**src/hw/rtl/pcb_pkg.sv**
```systemverilog
// ---------------------------------------------------------------------------
// pcb_pkg: shared types and codes for the point clip test
// Command codes, cause codes, word indexes and the issue/control structs.
// ---------------------------------------------------------------------------
package pcb_pkg;

  // input commands
  localparam logic [1:0] CMD_BOX_WR = 2'd0;
  localparam logic [1:0] CMD_PLN_WR = 2'd1;
  localparam logic [1:0] CMD_QUERY  = 2'd2;

  // result causes
  localparam logic [1:0] CAUSE_NONE  = 2'd0;
  localparam logic [1:0] CAUSE_BOX   = 2'd1;
  localparam logic [1:0] CAUSE_PLANE = 2'd2;
  localparam logic [1:0] CAUSE_POLY  = 2'd3;

  // box word indexes
  localparam logic [3:0] BW_MAT_LAST = 4'd8;
  localparam logic [3:0] BW_TR_FIRST = 4'd9;
  localparam logic [3:0] BW_TR_LAST  = 4'd11;
  localparam logic [3:0] BW_FLAG     = 4'd12;
  localparam logic [3:0] BW_MASK     = 4'd13;

  // plane word indexes
  localparam logic [3:0] PW_NRM_LAST = 4'd2;
  localparam logic [3:0] PW_OFS      = 4'd3;
  localparam logic [3:0] PW_INV      = 4'd4;
  localparam logic [3:0] PW_MASK     = 4'd5;

  // box walk: three translation reads then nine matrix reads
  localparam logic [3:0] BOX_STEPS_LAST = 4'd11;
  localparam logic [3:0] BOX_OFS_STEPS  = 4'd3;
  localparam logic [3:0] PLN_STEPS_LAST = 4'd2;
  localparam logic [1:0] COL_LAST       = 2'd2;
  localparam logic [3:0] ROW0_LAST_WORD = 4'd2;

  // accumulator and box window [-0.5, 0.5) scaled to the Q8.24 x Q24.8 sum
  localparam int ACC_W = 68;
  localparam logic signed [ACC_W-1:0] BOX_LO = -(68'sd2147483648);
  localparam logic signed [ACC_W-1:0] BOX_HI = 68'sd2147483648;
  localparam int PLN_SHIFT = 24;

  typedef enum logic [1:0] {
    OP_NONE,
    OP_BOX_OFS,
    OP_BOX_MAT,
    OP_PLN_NRM
  } op_t;

  // one table read issued by the controller
  typedef struct packed {
    op_t        op;
    logic [7:0] entry;
    logic [3:0] word;
    logic [1:0] col;
  } issue_t;

  typedef struct packed {
    logic   accept;
    logic   query_start;
    logic   load_result;
    logic   load_zero;
    issue_t iss;
  } ctl_cmd_t;

  typedef struct packed {
    logic pipe_busy;
  } ctl_sts_t;

endpackage

```
**src/hw/rtl/pcb_ctrl.sv**
```systemverilog
// ---------------------------------------------------------------------------
// pcb_ctrl: sequencer for the point clip test
// Takes words, holds the count registers, walks box then plane entries one
// table read a cycle, waits for the pipeline to drain and presents results.
// ---------------------------------------------------------------------------
module pcb_ctrl import pcb_pkg::*; #(
  parameter int MAX_ENTRIES = 32
) (
  input  logic       clk,
  input  logic       rst_n,
  input  logic       in_valid,
  output logic       in_stall,
  input  logic [1:0] in_cmd,
  input  logic       cfg_valid,
  output logic       cfg_ready,
  input  logic       cfg_index,
  input  logic [5:0] cfg_data,
  output logic       out_valid,
  input  logic       out_stall,
  output ctl_cmd_t   cmd,
  input  ctl_sts_t   sts
);

  localparam int CW = $clog2(MAX_ENTRIES + 1);

  typedef enum logic [1:0] {
    ST_IDLE,
    ST_RUN,
    ST_DRAIN
  } state_t;

  state_t        state_r;
  logic [5:0]    box_count_r, plane_count_r;
  logic [CW-1:0] e_r, nbox, npln;
  logic [3:0]    j_r;
  logic [1:0]    col_r;
  logic          plane_r;
  logic          out_valid_r, out_valid_nxt;
  logic          accept, is_query, ent_last, drain_done;

  // counts above the table depth act as the depth
  assign nbox = ({26'b0, box_count_r} > MAX_ENTRIES) ? CW'(MAX_ENTRIES) : CW'(box_count_r);
  assign npln = ({26'b0, plane_count_r} > MAX_ENTRIES) ? CW'(MAX_ENTRIES)
                                                       : CW'(plane_count_r);

  // handshakes
  assign cfg_ready  = 1'b1;
  assign in_stall   = (state_r != ST_IDLE) || (out_valid_r && out_stall);
  assign accept     = in_valid && !in_stall;
  assign is_query   = in_cmd == CMD_QUERY;
  assign out_valid  = out_valid_r;
  assign drain_done = (state_r == ST_DRAIN) && !sts.pipe_busy;
  assign ent_last   = CW'(e_r + 1'b1) == (plane_r ? npln : nbox);

  // result word held until taken, set by a finished word
  always_comb begin
    out_valid_nxt = out_valid_r && out_stall;
    if ((accept && !is_query) || drain_done) out_valid_nxt = 1'b1;
  end

  // datapath commands
  always_comb begin
    cmd.accept      = accept;
    cmd.query_start = accept && is_query;
    cmd.load_zero   = accept && !is_query;
    cmd.load_result = drain_done;
    cmd.iss.entry   = 8'(e_r);
    cmd.iss.col     = col_r;
    cmd.iss.op      = OP_NONE;
    cmd.iss.word    = j_r;
    if (state_r == ST_RUN) begin
      if (plane_r) begin
        cmd.iss.op = OP_PLN_NRM;
      end else if (j_r < BOX_OFS_STEPS) begin
        cmd.iss.op = OP_BOX_OFS;
      end else begin
        cmd.iss.op   = OP_BOX_MAT;
        cmd.iss.word = j_r - BOX_OFS_STEPS;
      end
    end
  end

  // state and registered outputs
  always_ff @(posedge clk) begin
    if (!rst_n) begin
      state_r       <= ST_IDLE;
      box_count_r   <= '0;
      plane_count_r <= '0;
      e_r           <= '0;
      j_r           <= '0;
      col_r         <= '0;
      plane_r       <= 1'b0;
      out_valid_r   <= 1'b0;
    end else begin
      if (cfg_valid && cfg_ready) begin
        if (cfg_index) plane_count_r <= cfg_data;
        else           box_count_r   <= cfg_data;
      end
      out_valid_r <= out_valid_nxt;
      unique case (state_r)
        ST_IDLE: begin
          if (accept) begin
            e_r   <= '0;
            j_r   <= '0;
            col_r <= '0;
            if (is_query && nbox != '0) begin
              plane_r <= 1'b0;
              state_r <= ST_RUN;
            end else if (is_query && npln != '0) begin
              plane_r <= 1'b1;
              state_r <= ST_RUN;
            end else if (is_query) begin
              state_r <= ST_DRAIN;
            end
          end
        end
        ST_RUN: begin
          col_r <= (col_r == COL_LAST) ? 2'd0 : col_r + 2'd1;
          if (j_r == (plane_r ? PLN_STEPS_LAST : BOX_STEPS_LAST)) begin
            j_r <= '0;
            if (ent_last) begin
              e_r <= '0;
              if (!plane_r && npln != '0) plane_r <= 1'b1;
              else                         state_r <= ST_DRAIN;
            end else begin
              e_r <= e_r + 1'b1;
            end
          end else begin
            j_r <= j_r + 4'd1;
          end
        end
        ST_DRAIN: begin
          if (drain_done) begin
            state_r <= ST_IDLE;
          end
        end
        default: state_r <= ST_IDLE;
      endcase
    end
  end

  // checks
  a_issue_in_run: assert property (@(posedge clk) disable iff (!rst_n)
    cmd.iss.op != OP_NONE |-> state_r == ST_RUN)
    else $error("table read issued outside run");
  a_drain_result: assert property (@(posedge clk) disable iff (!rst_n)
    drain_done |=> out_valid_r && state_r == ST_IDLE)
    else $error("drained query gave no result");

endmodule

```
**config.mk**
```make
export PLATFORM = sky130hd
export DESIGN_NAME = pcb_ctrl
export DESIGN_NICKNAME = d
export VERILOG_FILES = /design/src/hw/rtl/pcb_pkg.sv /design/src/hw/rtl/pcb_ctrl.sv
export SDC_FILE = /design/constraint.sdc
export NUM_CORES = 1
export LEC_CHECK = 0
export BUFFER_PORTS_ARGS = -buffer_cell sky130_fd_sc_hd__buf_2
export CAP_MARGIN = 20
export CELL_PAD_IN_SITES_DETAIL_PLACEMENT = 1
export CELL_PAD_IN_SITES_GLOBAL_PLACEMENT = 1
export CORE_ASPECT_RATIO = 0.5
export CORE_MARGIN = 5
export CORE_UTILIZATION = 39
export CTS_CLUSTER_SIZE = 20
export DETAILED_ROUTE_END_ITERATION = 8
export PLACE_DENSITY_LB_ADDON = 0.1
export SYNTH_ARGS = -nofsm -noshare
export SYNTH_HDL_FRONTEND = slang
export SYNTH_SLANG_ARGS = --single-unit
export TNS_END_PERCENT = 10
```
**constraint.sdc**
```tcl
create_clock -name clk -period 2.3 [get_ports clk]
set_input_delay 0.69 -clock clk [delete_from_list [all_inputs] [get_ports clk]]
set_output_delay 0.69 -clock clk [all_outputs]
set_load 0.1 [all_outputs]
```
### Word level (Yosys, flattened, before mapping)

Index checks and enable logic that the tools add are counted.

* add/sub/neg operators: 4
* $mul: 0
* divide/modulo/power cells: 0
* order comparisons: 3
* equality and inequality tests: 14
* shift operators: 0
* multiplexer cells: 37
* bitwise gates (word level): 1
* reductions and logical operators: 25

Operators by type and width (number)
* 2-to-1 mux 6 bit: 6
* 2-to-1 mux 2 bit: 13
* 2-to-1 mux 4 bit: 6
* > comparator 6 bit, second input constant: 2
* one-hot mux 6 bit (2 select lines): 1
* AND reduction 6 bit: 2
* nonzero test 6 bit: 2
* logical AND 1 bit: 8
* inequality test 2 bit, second input constant: 4
* one-hot mux 4 bit (2 select lines): 1
* 2-to-1 mux 1 bit: 7
* adder 6 x 1 -> 6 bit, second input constant: 1
* == test 2 bit, second input constant: 3
* == test 6 bit: 1
* one-hot mux 2 bit (3 select lines): 1
* AND reduction 2 bit: 3
* adder 4 x 1 -> 4 bit, second input constant: 1
* == test 4 bit: 1
* zero test 1 bit: 4
* less-than comparator 4 x 2 -> 1 bit, second input constant: 1
* inequality test 2 x 1 -> 1 bit, second input constant: 2
* inequality test 4 bit, second input constant: 1
* one-hot mux 2 bit (2 select lines): 1
* nonzero test 2 bit: 2
* 9 further kinds: 10

* register bits after elaboration: 28
* bits in latches: 0
* memory bits (writable): 0
* ROM bits: 0
* bits of input ports: 15
* output and inout port bits: 23
* logic and storage cells: 92
* memories: 0

### Depth between registers and ports, before layout

* depth in word-level cells: 8
* mapped depth: 8
* mapped depth without buffers: 7

### Worst setup path before layout

Ideal clock, no wire load.

* kind: register -> output
* from: reg state_r[1]
* to: out cmd[5] (netlist name)
* arrival: 3004 ps
* required time: 1610 ps
* slack: -1394 ps
* cell stages (with the launch flop): 5
* buffers on the path: 1
* cell sequence: dfxtp_1 nand2b_1 clkbuf_1 a2111oi_0 o21ai_0

RTL lines
* start: declaration: line pcb_ctrl.sv:32 `state_t state_r;`
* start signal: assignment: line pcb_ctrl.sv:86 `state_r <= ST_IDLE;`
* start signal: assignment: line pcb_ctrl.sv:108 `state_r <= ST_RUN;`
* start signal: assignment: line pcb_ctrl.sv:111 `state_r <= ST_RUN;`
* end: declaration: line pcb_ctrl.sv:20 `output ctl_cmd_t cmd,`

==> results.yml <==
floorplan:
  core_mm2: 0.00432
  rows: 17
  die_w_um: 104
  start_util: 0.396
  fp.dieArea_mm2: 0.00589
  io_pins: 38
  die_height_um: 56.8
global_routing:
  grtUsageMet3: 0.0379
  grt_usage: 0.182
  grtUsageMet2: 0.294
  grt_max_degree: 23
  overflow: 0
  globalRoute.busiestLayer: "met2"
  met1_usage: 0.246
  grt_pass1_wl_mm: 8.91
  antenna_found_initial: 0
  grt_pass1_vias: 1858
cells_and_area:
  nNetsFinal: 276
  design_area_mm2: 0.00244
  multi_input_area_mm2: 0.00120
  fillers: 519
  seq_area_um2: 571
  final_cell_mix: "buf_2, dfxtp_1, buf_4"
  drive_gt1_frac: 0.374
  insertedDiodeCount: 0
  syn_to_final_growth_pct: 42.7
  final_common_cell: "buf_2"
power:
  power_leakage_nw: 1.04
  p_per_area_mw_per_mm2: 1020
  ir_drop_uv: 1140
critical_path:
  crit_buf_inv: 2
  cp_slowest_cell: "dfxtp_4"
  cp-end-kind: "output port"
  crit_fanout: 4
  crit_type: "reg2out"
  crit_required_ns: 1.61
  cp_slowest_stage_delay_ns: 0.38
  cp-startpoint: "j_r[1]$_SDFFE_PN0P_"
  crit_family: "flip-flops"
  rr_startpoint: "plane_r$_SDFFE_PN0P_"
  cp.arrival_ns: 1.67
  cp-start-kind: "flop"
  cp_cell_sequence: "ha_4 > buf_4 > nor3_4 > nand2_2 > mux2i_4 > buf_12"
timing:
  setup_violations: 4
  whs_ns: 0.489
  drv_slew: 0
  maxSlewHeadroom: 0.562
  fin_ws_ns: -0.0569
  max_freq_ghz: 0.424
  skew_ns: 0.00973
  period_needed_ns: 2.36
  tightest_slew_ns: 0.652
  finalCritPeriodShare: 1.02
  finalHoldViolCount: 0
  rsz0062_at_grt: "yes"
yosys:
  synthFlopType: "dfxtp_1"
  synth_seq_area_share: 0.328
  synth_area_mm2: 0.00171
  synth_seq_cells: 28
  async_flop_share: 0
  synth.distinct_cells: 48
  synth_edf_count: 0
  yosys.area.top_type: "dfxtp_1"
  synth_top_area_share: 0.328
  synth_top_cells_by_area: "dfxtp_1, a21oi_1, nor2_1"
  yosys_warnings: 0
  syn_inst: 210
  syn_avg_cell_area_um2: 8.14
routing:
  vias: 1762
  ant_nets: 0
  first_pass_iters: 4
  drc: 0
  wl_mm: 5.34
  routed_via_density: 5.61
  drtIter0Drc: 45
  wire_per_inst_um: 17.0
min_path:
  holdCritStartpoint: "plane_count_r[1]$_SDFFE_PN0P_"
  hold_class: "reg2reg"
place:
  io_buffers: 34
  postPlaceCellArea_mm2: 0.00226
  place_congestion: 0.801
  place.detailed.hpwl_mm: 3.72
cts:
  clock_sinks: 28
  clockRootBuffer: "clkbuf_8"
  cts_tree: "yes"
  clk_latency_ns: 0.29
  cts.htree.levels: 1
  cts_inserted_buffers: 3
  path_clk_slew_ns: 0.11
  clk_path_buf_depth: 2
job:
  drv_cap: 0
outcome:
  status: "finished, violations left"
  violations: "setup timing"
[power breakdown]
part	switching [mW]	leakage, nW	internal [mW]	total, mW
combinational	1.02	0.787	0.584	1.60
clock	0.170	0.0216	0.119	0.289
sequential	0.0673	0.231	0.539	0.607
total	1.26	1.04	1.24	2.50
[synth_stat cells, types with 6 or more instances]
| cell | instances |
|---|---|
| a21oi_1 | 21 |
| dfxtp_1 | 28 |
| buf_4 | 6 |
| nor3b_1 | 6 |
| nand3_1 | 10 |
| nor2b_1 | 6 |
| inv_1 | 8 |
| clkbuf_1 | 6 |
| mux2i_1 | 8 |
| nor2_1 | 23 |
| nand2_1 | 16 |
[cell families (layout without fill, tap and decap cells)]
| family | Yosys count | in the layout | synth area share |
|---|---|---|---|
| DFF | 28 | 28 | 0.328 |
| xor gates and xnor gates | 8 | 8 | 0.0410 |
| other | 2 | 3 | 0.00439 |
| muxes | 10 | 10 | 0.0600 |
| adders and majority gates | 2 | 2 | 0.0146 |
| buffers and inverters | 22 | 68 | 0.0702 |
| and+or+nand+nor | 88 | 88 | 0.283 |
| AOI/OAI and AO/OA | 50 | 50 | 0.199 |
[worst paths after layout]
check | to | depth (start not counted) | slack (ns)
hold / removal | plane_count_r[1]$_SDFFE_PN0P_ | 2 | 0.49
setup / recovery | cmd[4] | 6 | -0.06
hold reg to reg | plane_count_r[1]$_SDFFE_PN0P_ | 2 | 0.49
setup reg to reg | e_r[0]$_SDFFE_PN0P_ | 7 | 0.12
[layer usage]
layer  part of all wire  routed length (um)  vias up
li1                   -                   -      841
met1               0.48                2560      877
met2               0.47                2530       37
met3              0.032                 172        7
met4              0.013                  71        0
met5                  0                   0        -
[repair_timing]
item / in CTS / in global routing
pin swaps: 2 / 7
hold buffers: 0 / 0
buffers inserted: 4 / 0
setup endpoints to repair: 8 / 14
resized for setup: 17 / 11
[flip-flops by register name, indices dropped and copies added, names as in the netlist]
signal and flops:
plane_count_r 6, state_r 2, col_r 2, box_count_r 6, plane_r 1, j_r 4
out_valid 1, e_r 6
[through the flow]
stage	power (mW)	setup TNS [ns]	setup slack (ns)	cells	util
floorplan	1.55	-1.98	-0.272	211	-
global placement	2.03	-0.178	-0.0638	308	0.523
detailed placement	2.06	-0.650	-0.154	308	0.523
CTS	2.43	-0.229	-0.0785	314	0.554
global route	2.62	-0.389	-0.108	314	0.565
finish	2.50	-0.159	-0.0569	314	0.565
[worst min-delay path: cells and delay by family, from the launching register on]
family             cells  cell delay (ns)
DFF                    1             0.34
and+or+nand+nor        1             0.06
AOI/OAI and AO/OA      1             0.05
[layout make-up]
class                   instances  area share
repair buffers                 57       0.216
inverters                       8      0.0123
well taps                      57      0.0292
multi-input cells             161       0.492
flip-flops and latches         28       0.234
clock buffers                   3      0.0169
Power figures use the tool's default switching activity.
